### config.mk
export PLATFORM = sky130hd
export DESIGN_NAME = gfpd_fifo
export DESIGN_NICKNAME = d
export VERILOG_FILES = /design/src/hdl/gfpd_fifo.sv
export SDC_FILE = /design/constraint.sdc
export NUM_CORES = 1
export LEC_CHECK = 0
export BUFFER_PORTS_ARGS = -buffer_cell sky130_fd_sc_hd__buf_4
export CORE_UTILIZATION = 50
export DETAILED_ROUTE_END_ITERATION = 8
export PLACE_DENSITY = 0.75
export SLEW_MARGIN = 5
export SYNTH_ARGS = -nofsm -noshare
export SYNTH_HDL_FRONTEND = slang
export SYNTH_SLANG_ARGS = --single-unit
### constraint.sdc
create_clock -name clk_i -period 4.7 [get_ports clk_i]
set_input_delay 0.235 -clock clk_i [delete_from_list [all_inputs] [get_ports clk_i]]
set_output_delay 0.235 -clock clk_i [all_outputs]
set_load 0.02 [all_outputs]
### src/hdl/gfpd_fifo.sv
// ----------------------------------------------------------------------------
// gfpd_fifo
// Small register FIFO that buffers reported peaks for the output stream.
// ----------------------------------------------------------------------------
`default_nettype none

module gfpd_fifo #(
  parameter int Width = 40,
  parameter int Depth = 3
) (
  input  wire logic                       clk_i,
  input  wire logic                       rst_ni,
  input  wire logic                       push_i,
  input  wire logic [Width-1:0]           push_data_i,
  input  wire logic                       pop_i,
  output logic                            valid_o,
  output logic      [Width-1:0]           data_o,
  output logic      [$clog2(Depth+1)-1:0] level_o
);

  localparam int PtrW = $clog2(Depth);
  localparam int LvlW = $clog2(Depth + 1);

  logic [Width-1:0] mem_q [Depth];
  logic [PtrW-1:0]  wr_ptr_q, wr_ptr_d, rd_ptr_q, rd_ptr_d;
  logic [LvlW-1:0]  level_q, level_d;
  logic             do_pop;

  assign do_pop = pop_i && (level_q != '0);

  always_comb begin
    wr_ptr_d = wr_ptr_q;
    rd_ptr_d = rd_ptr_q;
    level_d  = level_q;
    if (push_i) begin
      wr_ptr_d = (wr_ptr_q == PtrW'(Depth - 1)) ? '0 : wr_ptr_q + PtrW'(1);
    end
    if (do_pop) begin
      rd_ptr_d = (rd_ptr_q == PtrW'(Depth - 1)) ? '0 : rd_ptr_q + PtrW'(1);
    end
    if (push_i && !do_pop) begin
      level_d = level_q + LvlW'(1);
    end else if (!push_i && do_pop) begin
      level_d = level_q - LvlW'(1);
    end
  end

  always_ff @(posedge clk_i or negedge rst_ni) begin
    if (!rst_ni) begin
      wr_ptr_q <= '0;
      rd_ptr_q <= '0;
      level_q  <= '0;
    end else begin
      wr_ptr_q <= wr_ptr_d;
      rd_ptr_q <= rd_ptr_d;
      level_q  <= level_d;
    end
  end

  always_ff @(posedge clk_i) begin
    if (push_i) begin
      mem_q[wr_ptr_q] <= push_data_i;
    end
  end

  assign valid_o = (level_q != '0);
  assign data_o  = mem_q[rd_ptr_q];
  assign level_o = level_q;

endmodule

`default_nettype wire

==> flow_metrics.tcl <==
set metrics [dict create \
    status "completed" \
    antenna_cells 0 \
    use_met2_pct 34.1 \
    cts_setup_buffers 0 \
    synth_cells 279 \
    cts_sinks 126 \
    final_layout_size_suffix_gt1_share_pct 30.2 \
    grt.overflow.total 0 \
    grt_setup_unrepaired "false" \
    ys_seq_area_share_pct 78.7 \
    pre_cts_ws_ps 2660 \
    portBuffers 86 \
    synth_most_common_cell "edfxtp_1" \
    setup_viol 0 \
    drt_drc_violations_left 0 \
    core_area_sq_mm 0.00924 \
    ios 87 \
    ctsHoldBuffers 41 \
    synth.avg_cell_area_sq_um 17.1 \
    die_w_um 99.7 \
    async_reset_ff_share_pct 4.76 \
    drt_iter0_drc 111 \
    fin_skew_ps 7.53 \
    drv_cap 0 \
    dpl.hpwl_um 4930 \
    postRouteAntennaNets 0 \
    synth_cell_type_count 21 \
    critPathLaunchType "flip-flop" \
    crit_arrival_ps 2280 \
    use_met1_pct 20.6 \
    via_count 2713 \
    synth.area.top_cells "edfxtp_1, mux2i_1, o21ai_1" \
    tightestPinTransition_ps 679 \
    whs_ps 96.9 \
    cts_root_buffer "clkbuf_8" \
    power_leakage_nw 2.44 \
    ys.flop_type "edfxtp_1" \
    start_util_pct 51.6 \
    fill_cells 600 \
    required_ps 4470 \
    use_met3_pct 4.71 \
    ys_ff_latch 126 \
    fmax_mhz 397 \
    vdd_drop_max_v 0.000456 \
    grt_pass1_wl_um 13400 \
    vias_per_cell 4.84 \
    die-area_sq_mm 0.00993 \
    core.rowCount 35 \
    cts_resized 0 \
    min_path_type "in -> async" \
    grt_max_degree 45 \
    setup_ws_ps 2180 \
    cp_max_fo 22 \
    critical_path_class "reg -> out" \
    fin_tns_setup_ps 0 \
    end_kind "output pin" \
    grt_usage_pct 18.8 \
    clockBufferDepth 2 \
    powerDensity_mw_per_mm2 637 \
    gp_congestion 0.690 \
    cts_made_buffers 17 \
    cts_tree "yes" \
    grt_pass1_vias 2793 \
    netlist.area_leader.share_pct 75.6 \
    antenna_found_initial 0 \
    synth-edff-count 120 \
    yosys_warnings 0 \
    yosys-top-cells-count "edfxtp_1, nand2_1, o21ai_1" \
    slew_headroom_pct 54.7 \
    syn_area_sq_mm 0.00477 \
    clk-insertion-delay-late_ps 500 \
    hold_viol_final 0 \
    routedWlPerCell_um 15.5 \
    fin_crit_ps 2520 \
    fp.dieH_um 99.7 \
    clkTransAtPathRegs_ps 60 \
    nets 463 \
    fin_crit_sh_pct 53.5 \
    dr.pass1.iters 4 \
    cts_max_level 4 \
    drt-total-wl_um 8650 \
    syn_to_final_growth_pct 36.0 \
    busiest_layer "met2" \
    syn_nets 324 \
    synth_top_cell_by_area "edfxtp_1" \
    finalMaxSlewViolations 0 \
]
## metal layers
metal / vias to the layer above / part of all wire, %
li1: 1329 / -
met1: 1303 / 42
met2: 74 / 54
met3: 7 / 3.9
met4: 0 / 0.88
met5: - / 0
## final cells by class
cell class	instances	area, sq um	share of cell area [%]
flip-flops and latches	126	3760	57.9
multi-input cells	138	893	13.8
inverters	1	3.75	0.0579
clock buffers	17	414	6.39
well taps	129	161	2.49
clock inverters	15	146	2.26
repair buffers	134	1110	17.1
## worst paths after layout
check	startpoint	endpoint	slack, ps	depth (start not counted)
worst min-delay path	rst_ni	level_o[1]	100	2
min in group clk_i	pop_i	rd_ptr_q[1]	100	4
worst max register to register	wr_ptr_q[0]	mem_q[1][14]	2950	3
max in group asynchronous	rst_ni	rd_ptr_q[0]	4470	2
worst min register to register	level_o[1]	level_o[1]	530	1
worst max-delay path	rd_ptr_q[0]	data_o[9]	2180	4
## registers in the layout, summed over array words and instances, names as in the netlist
register	count
wr_ptr_q	2
rd_ptr_q	2
mem_q	120
level_o	2
## cells by family after synthesis
group           share of synthesized area, %
mux                                     8.40
flops                                   78.7
fa+ha+maj                              0.262
xor+xnor                               0.551
simple gates                            4.20
buf+inv                                 2.91
compound gates                          4.96
## cell usage in the layout, fill, tap and decap left out
cell,count
or2_2,1
mux2i_1,40
buf_4,93
clkbuf_8,1
nor3_2,2
clkinv_2,2
nand2_1,42
bufinv_16,2
edfxtp_1,120
xnor2_1,1
o21ai_2,1
ha_1,1
nor2_1,1
a21o_1,3
nor3b_2,1
nand2b_1,1
xor2_1,2
inv_1,1
dfrtp_1,4
dlygate4sd3_1,41
clkinv_1,3
nor2_4,1
clkinv_4,2
o21ai_1,41
dfrtp_2,2
clkbuf_16,16
clkinvlp_4,4
inv_6,2
## through the flow
| stage | power (mW) | area, sq um | util [%] | cells |
|---|---|---|---|---|
| after CTS | 4.16 | 6480 | 70.2 | 560 |
| after detailed placement | 2.93 | 5510 | 59.7 | 487 |
| after global routing | 4.32 | 6480 | 70.2 | 560 |
| after floorplan | 2.47 | 4770 | - | 279 |
| final | 4.13 | 6480 | 70.2 | 560 |
| after global placement | 2.91 | 5510 | 59.7 | 487 |
## worst max-delay path, stage by stage, from the launching register on
cell     delay [ps]
dfrtp_2         780
buf_4           490
mux2i_1         240
o21ai_1          90
buf_4           180
## power by group
part | switching, mW | internal, mW | leakage (nW) | total (mW)
combinational | 0.761 | 0.566 | 0.997 | 1.33
sequential | 0.151 | 1.45 | 1.18 | 1.60
clock | 0.458 | 0.750 | 0.263 | 1.21
Note: power is estimated with default switching activity, not from simulation.
