## config.mk

```make
export PLATFORM = sky130hd
export DESIGN_NAME = gfpd_window
export DESIGN_NICKNAME = d
export VERILOG_FILES = /design/src/hdl/gfpd_pkg.sv /design/src/hdl/gfpd_window.sv
export SDC_FILE = /design/constraint.sdc
export NUM_CORES = 1
export LEC_CHECK = 0
export BUFFER_PORTS_ARGS = -buffer_cell sky130_fd_sc_hd__buf_2
export CORE_MARGIN = 2
export CORE_UTILIZATION = 62
export CTS_BUF_LIST = sky130_fd_sc_hd__clkbuf_4
export DETAILED_ROUTE_END_ITERATION = 6
export HOLD_SLACK_MARGIN = 0.1
export MAX_ROUTING_LAYER = met4
export PLACE_DENSITY = 0.87
export SLEW_MARGIN = 30
export SYNTH_ARGS = -nofsm -noshare
export SYNTH_HDL_FRONTEND = slang
export SYNTH_SLANG_ARGS = --single-unit
```

## constraint.sdc

```tcl
create_clock -name clk_i -period 4 [get_ports clk_i]
set_clock_uncertainty 0.2 [all_clocks]
set_input_delay 0 -clock clk_i [delete_from_list [all_inputs] [get_ports clk_i]]
set_output_delay 0 -clock clk_i [all_outputs]
set_load 0.01 [all_outputs]
```

## src/hdl/gfpd_pkg.sv

```systemverilog
// ----------------------------------------------------------------------------
// gfpd_pkg
// Shared constants and types of the grid four-neighbor peak detector.
// ----------------------------------------------------------------------------
`default_nettype none

package gfpd_pkg;

  localparam int MaxSideDef    = 1024;
  localparam int SampleBitsDef = 16;
  localparam int GridW         = 11;
  localparam logic [GridW-1:0] GridReset = 11'd8;
  localparam int CoordW        = 10;
  localparam int ResFifoDepth  = 3;

  // Control from the sequencer to the window stage.
  typedef struct packed {
    logic clear;
    logic step;
  } gfpd_win_ctrl_t;

endpackage

`default_nettype wire

```

## src/hdl/gfpd_window.sv

```systemverilog
// ----------------------------------------------------------------------------
// gfpd_window
// Four-sample neighborhood around the pending center and its peak compare.
// ----------------------------------------------------------------------------
`default_nettype none

module gfpd_window
  import gfpd_pkg::*;
#(
  parameter int SampleBits = SampleBitsDef
) (
  input  wire logic                         clk_i,
  input  wire logic                         rst_ni,
  input  wire gfpd_win_ctrl_t               ctrl_i,
  input  wire logic signed [SampleBits-1:0] older_i,
  input  wire logic signed [SampleBits-1:0] newer_i,
  input  wire logic signed [SampleBits-1:0] sample_i,
  output logic signed      [SampleBits-1:0] centre_o,
  output logic                              is_peak_o
);

  logic signed [SampleBits-1:0] up_q, left_q, centre_q, below_q;

  always_ff @(posedge clk_i or negedge rst_ni) begin
    if (!rst_ni) begin
      up_q     <= '0;
      left_q   <= '0;
      centre_q <= '0;
      below_q  <= '0;
    end else if (ctrl_i.clear) begin
      up_q     <= '0;
      left_q   <= '0;
      centre_q <= '0;
      below_q  <= '0;
    end else if (ctrl_i.step) begin
      up_q     <= older_i;
      left_q   <= centre_q;
      centre_q <= newer_i;
      below_q  <= sample_i;
    end
  end

  // The right neighbor is the entry of the row above read for this column.
  assign is_peak_o = (centre_q > up_q) && (centre_q > below_q) &&
                     (centre_q > left_q) && (centre_q > newer_i);
  assign centre_o  = centre_q;

endmodule

`default_nettype wire

```

==> results.toml <==
[finish]
final_layout_size_suffix_gt1_share_pct = 14.5
instances_no_fill = 676
finish.net_count = 711
area_growth_syn_to_layout_pct = 35.4
antenna_cells_inserted = 0
layout.filler_cells = 310

[setup_path]
crit_path_end_kind = "primary output"
worst-r2r-setup-slack_ns = 2.30
cp_slowest_stage_delay_ns = 0.74
rr_startpoint = "centre_o[2]"
path_cells = "ha_1 -> nand4_1 -> a2111oi_0 -> nor4_1 -> mux2i_1 -> nor4_2 -> buf_2"
cp_max_fo = 7
worstRegToRegCells = 3
worst_r2r_endpoint = "centre_o[2]"
critPathLaunchType = "flop"
critical_path.top_delay_family = "compound AO/OA/AOI/OAI gates"
critical_path_class = "flop to primary output"
cp_data_required_time_ns = 3.80
buf_inv_on_cp = 1
critical_path.slowest_cell = "sky130_fd_sc_hd__a2111oi_0"
worst-endpoint-arrival_ns = 3.12

[yosys]
ys_types = 35
yosys_register_bits = 64
yosys-mux-area-fraction_pct = 15.7
ys.warnings.count = 0
net_count_synth = 546
combinational_family_with_the_most_area_after_synthesis = "adder cells"
synth_top_cells_by_area = "sky130_fd_sc_hd__dfrtp_1 (38%), sky130_fd_sc_hd__ha_1 (19%), sky130_fd_sc_hd__mux2i_1 (16%)"
yosys.area_share.xor_xnor_pct = 0
synth.top_cells.by_count = "sky130_fd_sc_hd__mux2i_1 (66), sky130_fd_sc_hd__nor2_1 (66), sky130_fd_sc_hd__dfrtp_1 (64), sky130_fd_sc_hd__ha_1 (64), sky130_fd_sc_hd__inv_1 (64)"
postSynthAreaPerCell_um2 = 9.76
yosys.area.top_type = "sky130_fd_sc_hd__dfrtp_1"
netlist_area_um2 = 4200
synth_compound_gate_area_share_pct = 7.66
synth_largest_type_area_fraction_pct = 38.2
synth-adder-area-share_pct = 19.1
ys.flop_type = "sky130_fd_sc_hd__dfrtp_1"
synth_enable_flop_cells = 0
post_synth_and_or_nand_nor_area_fraction_pct = 12.3
synth_async_sr_flop_share_pct = 100
yosysSeqAreaShare_pct = 38.2
synth_cells = 430

[timing]
max_freq_mhz = 301
rsz_0062_raised_after_global_routing = "false"
final.setup.tns_ns = 0
timing.final.hold_violations = 0
timing.max_slew.rel_slack_pct = 45.2
setup_ws_ns = 0.683
final_setup_vio_count = 0
finalWorstPathRequiredPeriod_ns = 3.32
final-max-slew-violation-count = 0
tightest_slew_ns = 0.822
post-route-period-util_pct = 82.9

[routing]
first_iter_violations = 351
avgViaCountPerCell = 5.87
route.vias.total = 3970
routedWlPerCell_um = 18.2
route.antenna.remaining_nets = 0
detailedRoute.firstPassIterationCount = 6
drt-total-wl_mm = 12.3
drc = 0

[clock_network]
cts_max_level = 3
clock_sinks = 64
clock_latency_ns = 0.43
postCtsSetupRepairBufs = 0
root_buffer = "sky130_fd_sc_hd__clkbuf_4"
post_cts_resize_count = 0
maximum_root_to_sink_buffer_count = 2
cts-hold-fix-buffers = 98
cts_tree = "done"
clkSlewWorstSetupHoldPaths_ns = 0.10
cts_made_buffers = 9

[global_route]
globalRouteTotalUtil_pct = 37.1
grt-ovfl-total = 0
grt_pass1_vias = 4299
grt_max_degree = 65
antenna_found_initial = 0
wire_length_of_the_first_global_routing_pass_mm = 20.4

[pwr]
power.density_cell_area_nw_per_um2 = 269
comb_power_share_pct = 29.3
ir_drop_v = 0.000227
pwr-share-seq_pct = 46.8
power_leakage_nw = 3.08
power.switching_fraction_pct = 32.9
power.internal_mw = 1.03
p_sw_mw = 0.503
clock_power_share_pct = 23.8

[place]
placement.io_buffers = 68
detailed_place_hpwl_mm = 6.98
place_congestion = 0.919
placement.setup.worst_slack_ns = 1.40
dpl.cell_count = 562

[die]
cell_row_count = 29
dieArea_um2 = 7440
io_pins = 69
effective_utilization_at_floorplan_pct = 65.0
die_w_um = 86.3
core_um2 = 6460
floorplan.die.height_um = 86.3

[worst_hold_path]
min-delay-path-class = "input pin to asynchronous set/reset pin"

[status]
status = "complete, no violations"

[run]
max_cap_viol_count = 0
## layout make-up
class	instances	area (µm²)	area share [%]
repair buffers	168	1350	23.7
inverters	64	240	4.23
multi-input cells	288	2300	40.4
clock buffers	10	75.1	1.32
well taps	77	96.3	1.70
clock inverters	5	25.0	0.440
flip-flops and latches	64	1600	28.2
## how the worst max path moves through the flow
| stage | start | to | slack, ns | cells past startpoint |
|---|---|---|---|---|
| floorplan | centre_o[11] | is_peak_o | 1.63 | 7 |
| global placement | centre_o[11] | is_peak_o | 1.46 | 8 |
| detailed placement | centre_o[13] | is_peak_o | 1.40 | 8 |
| CTS | centre_o[13] | is_peak_o | 0.93 | 8 |
| global route | centre_o[15] | is_peak_o | 0.75 | 8 |
| finish | centre_o[15] | is_peak_o | 0.68 | 7 |
## cells by family after synthesis
| group | after synthesis |
|---|---|
| adder cells (fa/ha/maj) | 64 |
| buffers and inverters | 78 |
| multiplexers | 66 |
| AO/OA/AOI/OAI | 46 |
| flip-flops | 64 |
| AND/OR/NAND/NOR | 112 |
## power by group through the flow
stage / Clock (mW) / Sequential [mW] / Combinational [mW]
final: 0.364 / 0.716 / 0.448
after global routing: 0.398 / 0.720 / 0.491
after CTS: 0.367 / 0.713 / 0.420
after detailed placement: 0 / 0.725 / 0.343
after global placement: 0 / 0.723 / 0.327
after floorplan: 0 / 0.719 / 0.228
## sequential cells by signal, summed over array words and instances, names as in the netlist
signal    cells
below_q      16
left_q       16
up_q         16
centre_o     16
## layout by cell type, fill, tap and decap left out
master and count:
sky130_fd_sc_hd__or4_1 1, sky130_fd_sc_hd__a221o_1 1, sky130_fd_sc_hd__buf_4 2, sky130_fd_sc_hd__clkbuf_4 10, sky130_fd_sc_hd__a2111oi_4 1, sky130_fd_sc_hd__clkinvlp_4 1, sky130_fd_sc_hd__nor4_2 1, sky130_fd_sc_hd__a2111oi_0 1
sky130_fd_sc_hd__o211ai_1 3, sky130_fd_sc_hd__a221oi_2 1, sky130_fd_sc_hd__dfrtp_1 64, sky130_fd_sc_hd__o21ai_0 3, sky130_fd_sc_hd__dlygate4sd3_1 99, sky130_fd_sc_hd__nand2_1 13, sky130_fd_sc_hd__and4_1 2, sky130_fd_sc_hd__clkinv_1 2
sky130_fd_sc_hd__nor3b_1 2, sky130_fd_sc_hd__clkinv_2 2, sky130_fd_sc_hd__a21o_1 8, sky130_fd_sc_hd__nor4_1 3, sky130_fd_sc_hd__nor2_1 66, sky130_fd_sc_hd__buf_2 66, sky130_fd_sc_hd__nand2b_1 1, sky130_fd_sc_hd__a2bb2oi_1 1
sky130_fd_sc_hd__nor2b_1 3, sky130_fd_sc_hd__and4_4 1, sky130_fd_sc_hd__a211oi_1 3, sky130_fd_sc_hd__inv_1 64, sky130_fd_sc_hd__or3_1 1, sky130_fd_sc_hd__buf_6 1, sky130_fd_sc_hd__o21bai_1 1, sky130_fd_sc_hd__nor3_1 5
sky130_fd_sc_hd__mux2i_1 66, sky130_fd_sc_hd__nand3_1 2, sky130_fd_sc_hd__o22ai_1 1, sky130_fd_sc_hd__o21ai_2 1, sky130_fd_sc_hd__ha_1 64, sky130_fd_sc_hd__a21oi_1 20, sky130_fd_sc_hd__o2111ai_1 1, sky130_fd_sc_hd__nand4_1 11
## layer usage
layer,share of wire [%],track usage (%)
met2,50,62.6
met4,4.6,20.9
met5,0,-
met1,39,41.4
met3,5.8,7.14
## stage by stage
stage / utilization, % / instance area (µm²) / hold WS, ns / total power, mW
finish: 88.0 / 5680 / 0.0515 / 1.53
global route: 88.0 / 5680 / 0.141 / 1.61
CTS: 87.8 / 5670 / 0.110 / 1.50
detailed placement: 71.0 / 4590 / 0.0320 / 1.07
global placement: 71.0 / 4590 / 0.0163 / 1.05
floorplan: - / 4200 / -0.496 / 0.948
## worst register-to-register path: cells and delay by family (launching register included)
| family | cells | cell delay, ns |
|---|---|---|
| AND/OR/NAND/NOR | 1 | 0.07 |
| flip-flops | 1 | 0.50 |
| multiplexers | 1 | 0.22 |
| buffers and inverters | 1 | 0.60 |
Note: power is estimated with default switching activity, not from simulation.
